File: src/rtl/anfp_pkg.sv
// ----------------------------------------------------------------------------
// anfp_pkg
// shared types and constants of the ascii number field parser
// ----------------------------------------------------------------------------
`default_nettype none

package anfp_pkg;

  localparam int MAX_HEX_DIGITS = 16;
  localparam int CFG_DATA_W     = 32;
  localparam int CFG_INDEX_W    = 2;

  // number formats
  localparam logic [1:0] FMT_UDEC   = 2'd0;
  localparam logic [1:0] FMT_SDEC   = 2'd1;
  localparam logic [1:0] FMT_HEX    = 2'd2;
  localparam logic [1:0] FMT_HEXSEP = 2'd3;

  // register indexes
  localparam logic [CFG_INDEX_W-1:0] CFG_NUMBER_FORMAT  = 2'd0;
  localparam logic [CFG_INDEX_W-1:0] CFG_DECIMAL_LIMIT  = 2'd1;
  localparam logic [CFG_INDEX_W-1:0] CFG_HEX_MAX_DIGITS = 2'd2;

  typedef struct packed {
    logic [7:0] char_in;
    logic       begin_req;
  } in_t;

  typedef struct packed {
    logic        taken;
    logic        done_res;
    logic        ok;
    logic [63:0] value;
  } out_t;

  // character after classification
  typedef struct packed {
    logic       begin_req;
    logic       is_dec;
    logic       is_hex;
    logic [3:0] nib;
    logic       is_minus;
    logic       is_sep;
  } item_t;

  typedef struct packed {
    logic  valid;
    item_t item;
  } link_t;

endpackage

`default_nettype wire

File: src/rtl/anfp_front.sv
// ----------------------------------------------------------------------------
// anfp_front
// accepts characters, classifies them and holds them in a two-entry queue
// ----------------------------------------------------------------------------
`default_nettype none

module anfp_front (
  input  wire logic          clk,
  input  wire logic          rst_n,
  input  wire logic          in_push,
  input  wire anfp_pkg::in_t in_data,
  output logic               in_full,
  output anfp_pkg::link_t    q_out,
  input  wire logic          q_pop
);
  import anfp_pkg::*;

  item_t      mem_r [2];
  logic       wr_ptr_r, wr_ptr_nxt;
  logic       rd_ptr_r, rd_ptr_nxt;
  logic [1:0] cnt_r, cnt_nxt;
  item_t      cls;
  logic       push, pop;
  logic [7:0] c;

  always_comb begin
    c = in_data.char_in;
    cls.begin_req = in_data.begin_req;
    cls.is_dec    = (c >= 8'h30) && (c <= 8'h39);
    cls.is_hex    = 1'b1;
    cls.nib       = 4'd0;
    if (cls.is_dec) begin
      cls.nib = c[3:0];
    end else if ((c >= 8'h41 && c <= 8'h46) || (c >= 8'h61 && c <= 8'h66)) begin
      // a..f and A..F share the low three bits
      cls.nib = 4'd9 + {1'b0, c[2:0]};
    end else begin
      cls.is_hex = 1'b0;
    end
    cls.is_minus = (c == 8'h2D);
    cls.is_sep   = (c == 8'h2D) || (c == 8'h2E) || (c == 8'h2C) || (c == 8'h7C);
  end

  assign in_full = (cnt_r == 2'd2);
  assign push    = in_push && !in_full;
  assign pop     = q_pop && (cnt_r != 2'd0);

  assign q_out.valid = (cnt_r != 2'd0);
  assign q_out.item  = mem_r[rd_ptr_r];

  always_comb begin
    wr_ptr_nxt = wr_ptr_r ^ push;
    rd_ptr_nxt = rd_ptr_r ^ pop;
    cnt_nxt    = cnt_r + {1'b0, push} - {1'b0, pop};
  end

  always_ff @(posedge clk) begin
    if (!rst_n) begin
      wr_ptr_r <= 1'b0;
      rd_ptr_r <= 1'b0;
      cnt_r    <= 2'd0;
    end else begin
      wr_ptr_r <= wr_ptr_nxt;
      rd_ptr_r <= rd_ptr_nxt;
      cnt_r    <= cnt_nxt;
    end
  end

  always_ff @(posedge clk) begin
    if (push) begin
      mem_r[wr_ptr_r] <= cls;
    end
  end

endmodule

`default_nettype wire

File: src/rtl/anfp_back.sv
// ----------------------------------------------------------------------------
// anfp_back
// parse state, configuration registers and the two-entry result queue
// ----------------------------------------------------------------------------
`default_nettype none

module anfp_back (
  input  wire logic                           clk,
  input  wire logic                           rst_n,
  input  wire anfp_pkg::link_t                q_in,
  output logic                                q_pop,
  input  wire logic                           cfg_we,
  input  wire logic [anfp_pkg::CFG_INDEX_W-1:0] cfg_index,
  input  wire logic [anfp_pkg::CFG_DATA_W-1:0]  cfg_data,
  output logic                                out_empty,
  input  wire logic                           out_pop,
  output anfp_pkg::out_t                      out_data
);
  import anfp_pkg::*;

  localparam logic [1:0] PH_IDLE  = 2'd0;
  localparam logic [1:0] PH_FIRST = 2'd1;
  localparam logic [1:0] PH_RUN   = 2'd2;

  logic [1:0]  fmt_r;
  logic [31:0] dlim_r;
  logic [4:0]  hmax_r;

  logic [1:0]  phase_r, phase_nxt;
  logic [63:0] acc_r, acc_nxt;
  logic [4:0]  dcnt_r, dcnt_nxt;
  logic        seen_r, seen_nxt;
  logic        neg_r, neg_nxt;

  out_t        res;
  logic        fire;

  out_t        mem_r [2];
  logic        wr_ptr_r, rd_ptr_r;
  logic [1:0]  cnt_r;
  logic        opop;

  assign fire  = q_in.valid && (cnt_r != 2'd2);
  assign q_pop = fire;

  always_comb begin
    item_t       it;
    logic        first;
    logic [63:0] cand;
    logic [63:0] limit;
    logic [4:0]  maxd;
    logic [4:0]  cnt_inc;
    it        = q_in.item;
    phase_nxt = phase_r;
    acc_nxt   = acc_r;
    dcnt_nxt  = dcnt_r;
    seen_nxt  = seen_r;
    neg_nxt   = neg_r;
    res       = '0;
    if (it.begin_req) begin
      phase_nxt = PH_FIRST;
      acc_nxt   = '0;
      dcnt_nxt  = '0;
      seen_nxt  = 1'b0;
      neg_nxt   = 1'b0;
    end
    first = (phase_nxt == PH_FIRST);
    cand  = (acc_nxt << 3) + (acc_nxt << 1) + {60'd0, it.nib};
    limit = (fmt_r == FMT_UDEC) ? {32'd0, dlim_r} : {32'd0, 32'hFFFF_FFFF};
    if (hmax_r == 5'd0) begin
      maxd = 5'd1;
    end else if (hmax_r > 5'(MAX_HEX_DIGITS)) begin
      maxd = 5'(MAX_HEX_DIGITS);
    end else begin
      maxd = hmax_r;
    end
    cnt_inc = dcnt_nxt + 5'd1;
    if (phase_nxt != PH_IDLE) begin
      phase_nxt = PH_RUN;
      case (fmt_r)
        FMT_UDEC, FMT_SDEC: begin
          if (it.is_dec) begin
            if (cand > limit) begin
              res.done_res = 1'b1;
            end else begin
              acc_nxt   = cand;
              seen_nxt  = 1'b1;
              res.taken = 1'b1;
            end
          end else if (fmt_r == FMT_SDEC && first && it.is_minus) begin
            neg_nxt   = 1'b1;
            res.taken = 1'b1;
          end else if (!seen_nxt) begin
            res.done_res = 1'b1;
          end else if (fmt_r == FMT_UDEC) begin
            res.done_res = 1'b1;
            res.ok       = 1'b1;
            res.value    = acc_nxt;
          end else if (acc_nxt > 64'h7FFF_FFFF) begin
            res.done_res = 1'b1;
          end else begin
            res.done_res = 1'b1;
            res.ok       = 1'b1;
            res.value    = neg_nxt ? {32'd0, ~acc_nxt[31:0] + 32'd1} : acc_nxt;
          end
        end
        default: begin
          if (fmt_r == FMT_HEXSEP && it.is_sep) begin
            res.taken = 1'b1;
          end else if (!it.is_hex) begin
            res.done_res = 1'b1;
            res.ok       = (dcnt_nxt != 5'd0);
            res.value    = res.ok ? acc_nxt : 64'd0;
          end else begin
            acc_nxt   = {acc_nxt[59:0], it.nib};
            dcnt_nxt  = cnt_inc;
            res.taken = 1'b1;
            if (cnt_inc >= maxd) begin
              res.done_res = 1'b1;
              res.ok       = 1'b1;
              res.value    = {acc_r[59:0], it.nib} & {64{!it.begin_req}} |
                             {60'd0, it.nib} & {64{it.begin_req}};
            end
          end
        end
      endcase
      if (res.done_res) begin
        phase_nxt = PH_IDLE;
      end
    end
  end

  always_ff @(posedge clk) begin
    if (!rst_n) begin
      fmt_r   <= FMT_UDEC;
      dlim_r  <= 32'hFFFF_FFFF;
      hmax_r  <= 5'(MAX_HEX_DIGITS);
      phase_r <= PH_IDLE;
      acc_r   <= '0;
      dcnt_r  <= '0;
      seen_r  <= 1'b0;
      neg_r   <= 1'b0;
    end else begin
      if (cfg_we) begin
        case (cfg_index)
          CFG_NUMBER_FORMAT:  fmt_r  <= cfg_data[1:0];
          CFG_DECIMAL_LIMIT:  dlim_r <= cfg_data;
          CFG_HEX_MAX_DIGITS: hmax_r <= cfg_data[4:0];
          default: ;
        endcase
      end
      if (fire) begin
        phase_r <= phase_nxt;
        acc_r   <= acc_nxt;
        dcnt_r  <= dcnt_nxt;
        seen_r  <= seen_nxt;
        neg_r   <= neg_nxt;
      end
    end
  end

  // result queue
  assign out_empty = (cnt_r == 2'd0);
  assign opop      = out_pop && !out_empty;
  assign out_data  = mem_r[rd_ptr_r];

  always_ff @(posedge clk) begin
    if (!rst_n) begin
      wr_ptr_r <= 1'b0;
      rd_ptr_r <= 1'b0;
      cnt_r    <= 2'd0;
    end else begin
      wr_ptr_r <= wr_ptr_r ^ fire;
      rd_ptr_r <= rd_ptr_r ^ opop;
      cnt_r    <= cnt_r + {1'b0, fire} - {1'b0, opop};
    end
  end

  always_ff @(posedge clk) begin
    if (fire) begin
      mem_r[wr_ptr_r] <= res;
    end
  end

endmodule

`default_nettype wire

File: src/rtl/ascii_number_field_parser.sv
// ----------------------------------------------------------------------------
// ascii_number_field_parser
// parses decimal or hex numbers from a stream of ascii characters
// ----------------------------------------------------------------------------
// Input queue: present a word (char_in, begin_req) on in_data with in_push
// high; it is taken on a clock edge where in_full is low. Each character
// gives exactly one result word (taken, done_res, ok, value), read from
// out_data while out_empty is low and removed with out_pop.
// A word accepted at an edge is classified into a two-entry queue; the
// parse state takes it from the head once the result queue has room and
// writes its result word into the result queue. One character per cycle
// is sustained while the result queue has room; the parse state update
// (one decimal multiply-add or hex shift and a bound compare) sets that rate.
// When the reader stalls the result queue fills after two words, the parse
// state stops, and the input queue fills two words later; in_full then
// holds off the sender until out_pop drains a word. Nothing is lost.
// Configuration is written through cfg_we/cfg_index/cfg_data with no wait;
// write it only while no word is in flight.
// Synchronous reset (rst_n low) empties both queues, sets the parser idle
// and loads the register defaults: unsigned decimal, limit 0xFFFFFFFF,
// 16 hex digits.
// ----------------------------------------------------------------------------
`default_nettype none

module ascii_number_field_parser (
  input  wire logic                             clk,
  input  wire logic                             rst_n,
  input  wire logic                             in_push,
  input  wire anfp_pkg::in_t                    in_data,
  output logic                                  in_full,
  output logic                                  out_empty,
  input  wire logic                             out_pop,
  output anfp_pkg::out_t                        out_data,
  input  wire logic                             cfg_we,
  input  wire logic [anfp_pkg::CFG_INDEX_W-1:0] cfg_index,
  input  wire logic [anfp_pkg::CFG_DATA_W-1:0]  cfg_data
);
  import anfp_pkg::*;

  link_t link;
  logic  link_pop;

  anfp_front u_front (
    .clk     (clk),
    .rst_n   (rst_n),
    .in_push (in_push),
    .in_data (in_data),
    .in_full (in_full),
    .q_out   (link),
    .q_pop   (link_pop)
  );

  anfp_back u_back (
    .clk       (clk),
    .rst_n     (rst_n),
    .q_in      (link),
    .q_pop     (link_pop),
    .cfg_we    (cfg_we),
    .cfg_index (cfg_index),
    .cfg_data  (cfg_data),
    .out_empty (out_empty),
    .out_pop   (out_pop),
    .out_data  (out_data)
  );

endmodule

`default_nettype wire

File: config.mk
export PLATFORM = sky130hd
export DESIGN_NAME = ascii_number_field_parser
export DESIGN_NICKNAME = d
export VERILOG_FILES = /design/src/rtl/anfp_pkg.sv /design/src/rtl/anfp_front.sv /design/src/rtl/anfp_back.sv /design/src/rtl/ascii_number_field_parser.sv
export SDC_FILE = /design/constraint.sdc
export NUM_CORES = 1
export LEC_CHECK = 0
export ABC_AREA = 1
export ABC_CLOCK_PERIOD_IN_PS = 5200
export BUFFER_PORTS_ARGS = -buffer_cell sky130_fd_sc_hd__buf_4
export CORE_UTILIZATION = 40
export CTS_BUF_LIST = sky130_fd_sc_hd__clkbuf_2 sky130_fd_sc_hd__clkbuf_4 sky130_fd_sc_hd__clkbuf_8
export CTS_CLUSTER_SIZE = 8
export DETAILED_ROUTE_END_ITERATION = 16
export PLACE_DENSITY_LB_ADDON = 0.05
export SLEW_MARGIN = 20
export SYNTH_ARGS = -nofsm -noshare
export SYNTH_HDL_FRONTEND = slang
export SYNTH_SLANG_ARGS = --single-unit
File: constraint.sdc
create_clock -name clk -period 5.2 [get_ports clk]
set_clock_uncertainty 0.2 [all_clocks]
set_input_delay 0.78 -clock clk [delete_from_list [all_inputs] [get_ports clk]]
set_output_delay 0.78 -clock clk [all_outputs]
set_load 0.01 [all_outputs]
==> results of run 1 <==
-- cells by family (layout without fill, tap and decap cells) --
family / after synthesis / count (layout) / share of synthesized area (%)
buffers and inverters: 634 / 1079 / 10.9
multiplexers: 68 / 68 / 3.34
XOR/XNOR: 47 / 47 / 1.80
adder cells (fa/ha/maj): 176 / 176 / 9.65
flip-flops: 274 / 274 / 30.6
AND/OR/NAND/NOR: 1475 / 1476 / 27.3
AO/OA/AOI/OAI: 646 / 646 / 16.4
-- cell usage after synthesis, types with 9 or more instances --
cell	count
nand3_1	138
nor2_1	262
buf_2	27
nor3_1	26
clkbuf_1	94
o221ai_1	11
buf_1	9
nand2_1	907
dfxtp_1	122
a211oi_1	17
nor4_1	32
o211ai_1	40
inv_1	473
nand4_1	27
nor2_2	27
nand3b_1	11
edfxtp_1	152
mux2_2	67
xor2_1	46
a21oi_1	272
ha_1	175
nand2_2	13
a221oi_1	46
inv_2	17
o21ai_0	205
a31oi_1	12
-- final timing paths --
check	startpoint	to	slack, ns	depth (start not counted)
setup / recovery	u_front.mem_r[0][8]	u_back.acc_r[59]	0.02	35
setup reg to reg	u_front.mem_r[0][8]	u_back.acc_r[59]	0.02	35
hold reg to reg	u_back.dlim_r[10]	u_back.dlim_r[10]	0.26	2
hold / removal	cfg_data[29]	u_back.dlim_r[29]	0.14	3
-- layer usage --
layer | track usage [%] | vias to the layer above
met5 | 0 | -
met4 | 5.27 | 2
met3 | 3.86 | 103
met2 | 41.4 | 778
met1 | 41.1 | 11300
li1 | - | 11800
-- worst reg2reg max path, delay by kind of cell, from the launching register on --
family	cells	cell delay (ns)
compound gates	1	0.09
buf+inv	7	0.95
flops	1	0.39
fa+ha+maj	3	0.75
xor+xnor	1	0.17
simple gates	23	2.49
-- where the power goes --
group	internal, W	total, W	switching, W
clock	0.00119	0.00217	0.000980
sequential	0.00304	0.00337	0.000325
combinational	0.00390	0.00980	0.00590
total	0.00814	0.0153	0.00721
-- stage by stage --
step	worst slack, ns	std cells
6_report	0.0220	4522
5_1_grt	-0.233	4522
4_1_cts	0.00912	4485
3_5_place_dp	-0.191	4391
3_3_place_gp	-0.238	4391
2_1_floorplan	0.288	3320
-- final cells by class --
cell class                      instances  area share [%]
Multi-Input combinational cell       2413            50.1
Sequential cell                       274            23.6
Timing Repair Buffer                  490            13.4
Inverter                              496            6.28
Tap cell                              756            3.18
Clock buffer                           72            2.95
Clock inverter                         21           0.550
-- what timing repair did --
item                                    CTS  global route
gates resized for setup                  19           287
endpoints found under the setup margin   69            70
hold endpoints to repair                  0             0
buffers inserted                          1            26
pin swaps                                 0            57
cloned                                    0            11
-- sequential cells by signal (all words and copies together) (netlist names), named ones only --
name / cells
u_front.wr_ptr_r: 1
u_back.dlim_r: 32
u_back.neg_r: 1
u_back.fmt_r: 2
u_back.rd_ptr_r: 1
u_back.acc_r: 64
u_front.mem_r: 18
u_back.mem_r: 134
u_front.rd_ptr_r: 1
u_back.hmax_r: 5
u_back.wr_ptr_r: 1
u_back.dcnt_r: 5
u_back.cnt_r: 2
u_back.seen_r: 1
u_front.cnt_r: 2
u_back.phase_r: 2
==> reports/results.txt, run 1 <==
The run finished with clean final reports. Headroom to the max-slew limit came out at 32.4%. Effective utilization at floorplan: 40.5%. For the floorplan row count, the log shows 87. Summed over all nets, wire length on met2 after detailed routing comes to 35,900 µm. Dividing the final minimum period by the clock period gives 99.6%.

The number of nets in the synthesized netlist is 3,544. The most instantiated flip-flop cell in the synthesis netlist was edfxtp_1. The finished cells cover 0.0298 mm².

For this run, the number of Yosys warnings is 0. The clock reaches the later pin of the worst-skew pair after 0.65 ns. The top cell types in the final layout, fill and taps aside, are nand2_1, inv_1, buf_4. In this run the worst hold path is classified as input pin to flip-flop. The number of antenna diodes in the final layout is 0. For the maximum clock frequency, the log shows 193 MHz.

The largest area contributor in the netlist was edfxtp_1. The share of final-layout standard cells stronger than drive strength 1 was 25.9%; the critical path arrival was 5.47 ns. The logs give 6 for the detailed-routing iteration count for the pre-antenna-repair pass and 2 for the H-tree depth.

The floorplan step set the die width to 241 µm. Static leakage: 14.2 nW. After detailed routing, no signal wire sits above met5. Routability-driven placement finished with a final weighted congestion of 0.940.

Half-perimeter wire length after detailed placement: 61,600 µm. Largest net degree at the start of global routing: 112. The multi-input gate area in the final layout is 0.0149 mm², and the largest buffer count on any clock path is 3. Compared with the post-synthesis result, the final layout area differs by 30.1%. The mean area per synthesized cell was 6.90 µm²; the number of nets in the layout was 3,949. IR analysis of the VDD net gives a maximum drop of 0.287 mV. The first global-routing pass estimated 124,000 µm of wire. The startpoint kind of the worst setup timing path was a flip-flop. After synthesis the netlist holds a flip-flop and latch count of 274.

The delay contributed by the slowest stage of the critical path was 0.39 ns. By area the synthesized netlist is led by edfxtp_1, nand2_1, dfxtp_1. The die is 241 µm tall.

The run gives 0.0582 mm² as the area of the die. Among cell families on the critical path, the largest total delay comes from simple AND/OR/NAND/NOR gates. The tools report the number of buffers inserted by hold repair at cts as 0.

The initial antenna violation count was 1; the final critical delay including setup and external delays was 5.18 ns. Summed over all layers, the global routing overflow is 0. The worst endpoint required time is 5.49 ns, and the DRC violation count after routing is 0. The area occupied by registers is 0.00701 mm², and the instance area at placement is 0.0267 mm². The detail route stage leaves a number of antenna-violating nets equal to 0.

In this run the power density over the cells is 515 mW/mm². For this block, the via count after detailed routing is 24,000. The hold slack was 0.143 ns; the total CTS buffers was 50. Using the TritonRoute via totals, the vias-per-cell ratio works out to 5.30.

The average wire per standard cell is 18.4 µm. The count of mapped cells out of synthesis was 3,320. The tools report the number of hold violations in the final report as 0.

The tools report the cell area after synthesis as 0.0229 mm². The run gives 22,000 as the via count of the first global-routing pass. The critical path in this run is classified as flip-flop to flip-flop. Across every metal layer, demand over resource in global routing totals 27.4%. The total area inside the core boundary comes to 0.0565 mm². The most numerous cell type found on the critical path is nand2_1. Buffers placed on the I/O ports in this run total 116.

The number of enable-type register cells in the synthesized netlist came out at 152. Summed over all layers, the routed wires come to 83,200 µm. For this design, the slowest cell found on the critical path is edfxtp_1. Of all flip-flops after synthesis, the portion carrying an async set or reset was 0%. The number of max-slew violations in the final report came out at 0. STA classifies the critical path endpoint as a flip-flop. Setup total negative slack on the finished layout was measured at 0 ns. In the final routing, the length of wire on met1 measures 40,500 µm. The total power of the final layout was 0.0153 W; the unique cell type count in the Yosys netlist was 64.

Maximum fanout along the worst path: 7. Clock tree synthesis found a total of 274 sinks. The library cell used most frequently in the layout, excluding fill and tap cells, is nand2_1.

Summed over its instances, the top area cell type makes up 19.9% of the synthesized netlist area. Clock tree synthesis selected as its root buffer the cell clkbuf_8. The slew of the pin with the lowest slew margin was 1.01 ns; the portion of the post-synthesis area used by sequential elements was 30.6%. The tool flagged a number of max-cap violations equal to 0. Counting both buffers and inverters, the worst setup path holds a total of 7.

For the final standard cell utilization of the core, the log shows 52.7%. The run gives 5,549 as the number of filler cells placed in the layout. 117 I/O pins were placed.

For this block, the initial DRC count from the detailed router was 1,944. The routed design uses 5310 µm of met3 wire. TritonCTS built the clock tree. Setup repair after global routing could not meet its margin everywhere. Clock-pin slew was measured on the worst setup and hold paths at 0.07 ns.

Setup violations remaining at the end of the flow were counted as 0.
(Power assumes the default switching activity.)
==> run 2, diff against run 1 <==
--- a/config.mk
+++ b/config.mk
@@ -6,7 +6,7 @@
 export NUM_CORES = 1
 export LEC_CHECK = 0
 export ABC_AREA = 1
-export ABC_CLOCK_PERIOD_IN_PS = 5200
+export ABC_CLOCK_PERIOD_IN_PS = 5990
 export BUFFER_PORTS_ARGS = -buffer_cell sky130_fd_sc_hd__buf_4
 export CORE_UTILIZATION = 40
 export CTS_BUF_LIST = sky130_fd_sc_hd__clkbuf_2 sky130_fd_sc_hd__clkbuf_4 sky130_fd_sc_hd__clkbuf_8
==> constraint.sdc (replaced) <==
create_clock -name clk -period 5.99 [get_ports clk]
set_clock_uncertainty 0.2 [all_clocks]
set_input_delay 0.8985 -clock clk [delete_from_list [all_inputs] [get_ports clk]]
set_output_delay 0.8985 -clock clk [all_outputs]
set_load 0.01 [all_outputs]
==> run 2 against run 1 <==
- global-route usage is 0.54 points lower
- critical path type unchanged
- power is 23% lower
- sequential share of layout area is 3.3 points higher
- register-to-register slack better by 0.33 ns
- critical path depth is 8 lower
- clock power is 10% lower
- fmax is 8.1% lower
- first-iteration DRC count is 2.3% lower
- worst hold slack better by 0.096 ns
- combinational power is 29% lower
==> reports/results.txt, run 2 (synthesis gave the netlist of run 1 again) <==
The area of the core region came out at 0.0565 mm² (unchanged). The instance count along the most critical hold path is 1 (-2). The worst setup path is captured at a flip-flop. The worst-case reg-to-reg path depth was 27 (-23%). The register-to-register path setup slack was 0.35 ns (+0.33 ns); the clock edge transition at the registers on the reported setup and hold paths was 0.06 ns (about the same). The number of placed instances with taps included is 4,152 (-5.4%), and the global placement routability congestion is 0.963 (+2.5%). The I/O pin total is 117 (unchanged), and the average wire per standard cell is 18.7 µm (+1.6%).

The first-pass GRT wire length is 120,000 µm (-2.6%), and the total wire length is 79,500 µm (-4.4%). The post-detailed-route count of antenna-violating nets came out at 0 (unchanged). For the static leakage, the log shows 12.6 nW (-11%).

The number of vias in the routed layout is 22,900 (-4.7%), and the critical path arrival is 5.98 ns (+0.51 ns). The startpoint kind of the worst setup timing path was a flip-flop. The logs give 26.1% (-6.4 points) for the headroom to the max-slew limit and 2 (+1) for the initial antenna violation count. The power per unit of standard cell area is 452 mW/mm² (-12%), and the total CTS buffers is 51 (+2.0%).

The tools report the remaining global-route overflow as 0 (unchanged). The number of max-slew violations in the final report is 0 (unchanged), and the die outline height is 241 µm (unchanged). For the max capacitance violation total, the log shows 0 (unchanged). The run finished with clean final reports. Number of buffers inserted by hold repair at cts: 0 (unchanged).

The violation count after the first detailed-routing iteration was 1,900 (-2.3%). The via count of the first global-routing pass is 21,100 (-4.1%). The slew of the pin with the lowest slew margin came out at 1.10 ns (+0.0837 ns). The path class of the lowest-slack min-delay path is input pin to flip-flop. The classification of the worst setup path is flip-flop to flip-flop.

The post-detailed-route via-to-cell ratio was 5.37 (+1.3%). The largest registers in the layout are u_back.mem_r x134, u_back.acc_r x64, u_back.dlim_r x32. The detailed-routing iteration count for the pre-antenna-repair pass is 6 (unchanged), and the H-tree depth is 2 (unchanged).

The count of clock tree sinks was 274 (unchanged). The run gives 87 (unchanged) as the floorplan row count. The run gives -0.0557 ns (+0.135 ns) as the post-place setup slack.

In the layout the commonest cells are nand2_1, inv_1, a21oi_1. The half-perimeter wire length after detailed placement is 60,000 µm (-2.6%), and the largest buffer count on any clock path is 3 (unchanged). The library cell used most frequently in the layout, excluding fill and tap cells, is nand2_1. Multi-input gate area in the final layout: 0.0135 mm² (-9.4%).

Worst endpoint required time: 6.33 ns (+0.84 ns). The run gives 177 MHz (-8.1%) as the maximum clock frequency. The total global routing track utilization was 26.8% (-0.54 points); the number of port buffers was 116 (unchanged).

The area of the die is 0.0582 mm² (unchanged). Setup repair after global routing left no endpoint under its margin. The flip-flop count of the largest register after layout was 134 (unchanged).

Critical path endpoint: u_back.acc_r[29]. The number of hold violations in the final report was 0 (unchanged). The DRC violation count after routing came out at 0 (unchanged). u_back.mem_r holds more flip-flops than any other register. The final critical delay including setup and external delays was 5.64 ns (+0.458 ns); the portion of the clock cycle consumed by the worst path in the final layout was 94.1% (-5.5 points). The tools report the worst-case setup margin in the final layout as 0.354 ns (+0.332 ns).

The number of standard cells in the layout, taps in and fillers out is 4,253 (-5.9%), and the maximum fanout along the worst path is 43 (+36). The insertion delay of the later-clocked pin in the worst-skew pair was 0.66 ns (about the same). The relative area change from synthesis to final layout was 14.1%; the effective utilization at floorplan was 40.5% (unchanged). The number of filler cells placed in the layout is 5,829 (+5.0%). The final setup violation count was 0 (unchanged). The number of nets in the layout was 3,680 (-6.8%). The die span in x was 241 µm (unchanged); the largest net degree at the start of global routing was 110 (-1.8%). The area occupied by registers was 0.00701 mm² (about the same); the share of final-layout standard cells stronger than drive strength 1 was 14.1% (-12 points). The run gives 0.363 mV (+26%) as the highest ir drop seen on vdd. The cell chosen for the clock root is clkbuf_8.

The capture point of the worst reg-to-reg path was u_back.acc_r[29]. TritonCTS built the clock tree.
run 2: cell count changes in the layout (fill, tap and decap cells not counted), sizes merged:
cell and change:
clkinv -6, diode +1, clkinvlp +1, clkbuf -2, nand2 -1, buf -262
run 2: routing by layer:
metal  vias to the layer above  wire [µm]  global-route usage (%)  share of wire, %
met4                         2       1450                    6.08               1.8
met2                       871      33800                    40.2                42
met1                     10600      38500                    40.1                48
met5                         -         20                       0             0.025
met3                       115       5790                    4.14               7.3
li1                      11300          -                       -                 -
run 2: worst max-delay path: stages, from the launching register on:
cell	delay, ns
dfxtp_2	0.40
inv_2	0.08
nand2_2	0.08
nand2_4	0.07
buf_4	0.21
buf_4	0.31
nor2_1	0.64
ha_1	0.36
ha_1	0.46
nand2_1	0.12
nor2_1	0.28
inv_1	0.09
nor2_1	0.22
nand2_1	0.11
inv_1	0.08
nand3_1	0.11
nand3_1	0.10
nand2_1	0.05
nand2_1	0.08
nand2_1	0.06
nor2_1	0.09
nand2_1	0.06
nor2_1	0.39
nand2_4	0.21
buf_12	0.24
nand2_1	0.08
o211ai_1	0.08
a21oi_1	0.20
run 2: repair_timing:
item	4_1_cts	5_1_grt
resized for setup	2	15
setup endpoints to repair	47	69
pin swaps	0	1
buffers inserted	0	7
run 2: area by class of cell:
cell class / instances / share of cell area (%)
multi-input cells: 2412 / 51.7
flip-flops and latches: 274 / 26.8
inverters: 496 / 7.14
repair buffers: 221 / 6.51
well taps: 756 / 3.62
clock buffers: 77 / 3.58
clock inverters: 16 / 0.584
diodes: 1 / 0.00958
run 2: power breakdown:
| group | leakage (nW) | internal, W | switching, W | total, W |
|---|---|---|---|---|
| clock network | 0.576 | 0.00109 | 0.000856 | 0.00195 |
| logic | 9.57 | 0.00236 | 0.00460 | 0.00696 |
| registers | 2.47 | 0.00264 | 0.000251 | 0.00289 |
run 2: worst min-delay path by stage:
stage | slack (ns) | startpoint | end
global route | 0.21 | in_data[0] | u_front.mem_r[0][8]
finish | 0.24 | in_data[0] | u_front.mem_r[0][8]
floorplan | 0.22 | u_back.dlim_r[0] | u_back.dlim_r[0]
global placement | 0.24 | u_back.dlim_r[0] | u_back.dlim_r[0]
detailed placement | 0.25 | u_back.dlim_r[23] | u_back.dlim_r[23]
CTS | 0.20 | cfg_data[7] | u_back.dlim_r[7]
run 2: through the flow:
| step | utilization (%) | total power [W] | hold WS (ns) | cell area (µm²) | TNS (ns) |
|---|---|---|---|---|---|
| 2_1_floorplan | - | 0.00722 | 0.221 | 22900 | 0 |
| 3_3_place_gp | 44.1 | 0.00969 | 0.237 | 24900 | -1.17 |
| 3_5_place_dp | 44.1 | 0.00976 | 0.247 | 24900 | -0.540 |
| 4_1_cts | 46.0 | 0.0118 | 0.196 | 26000 | 0 |
| 5_1_grt | 46.2 | 0.0127 | 0.208 | 26100 | 0 |
| 6_report | 46.2 | 0.0118 | 0.239 | 26100 | 0 |
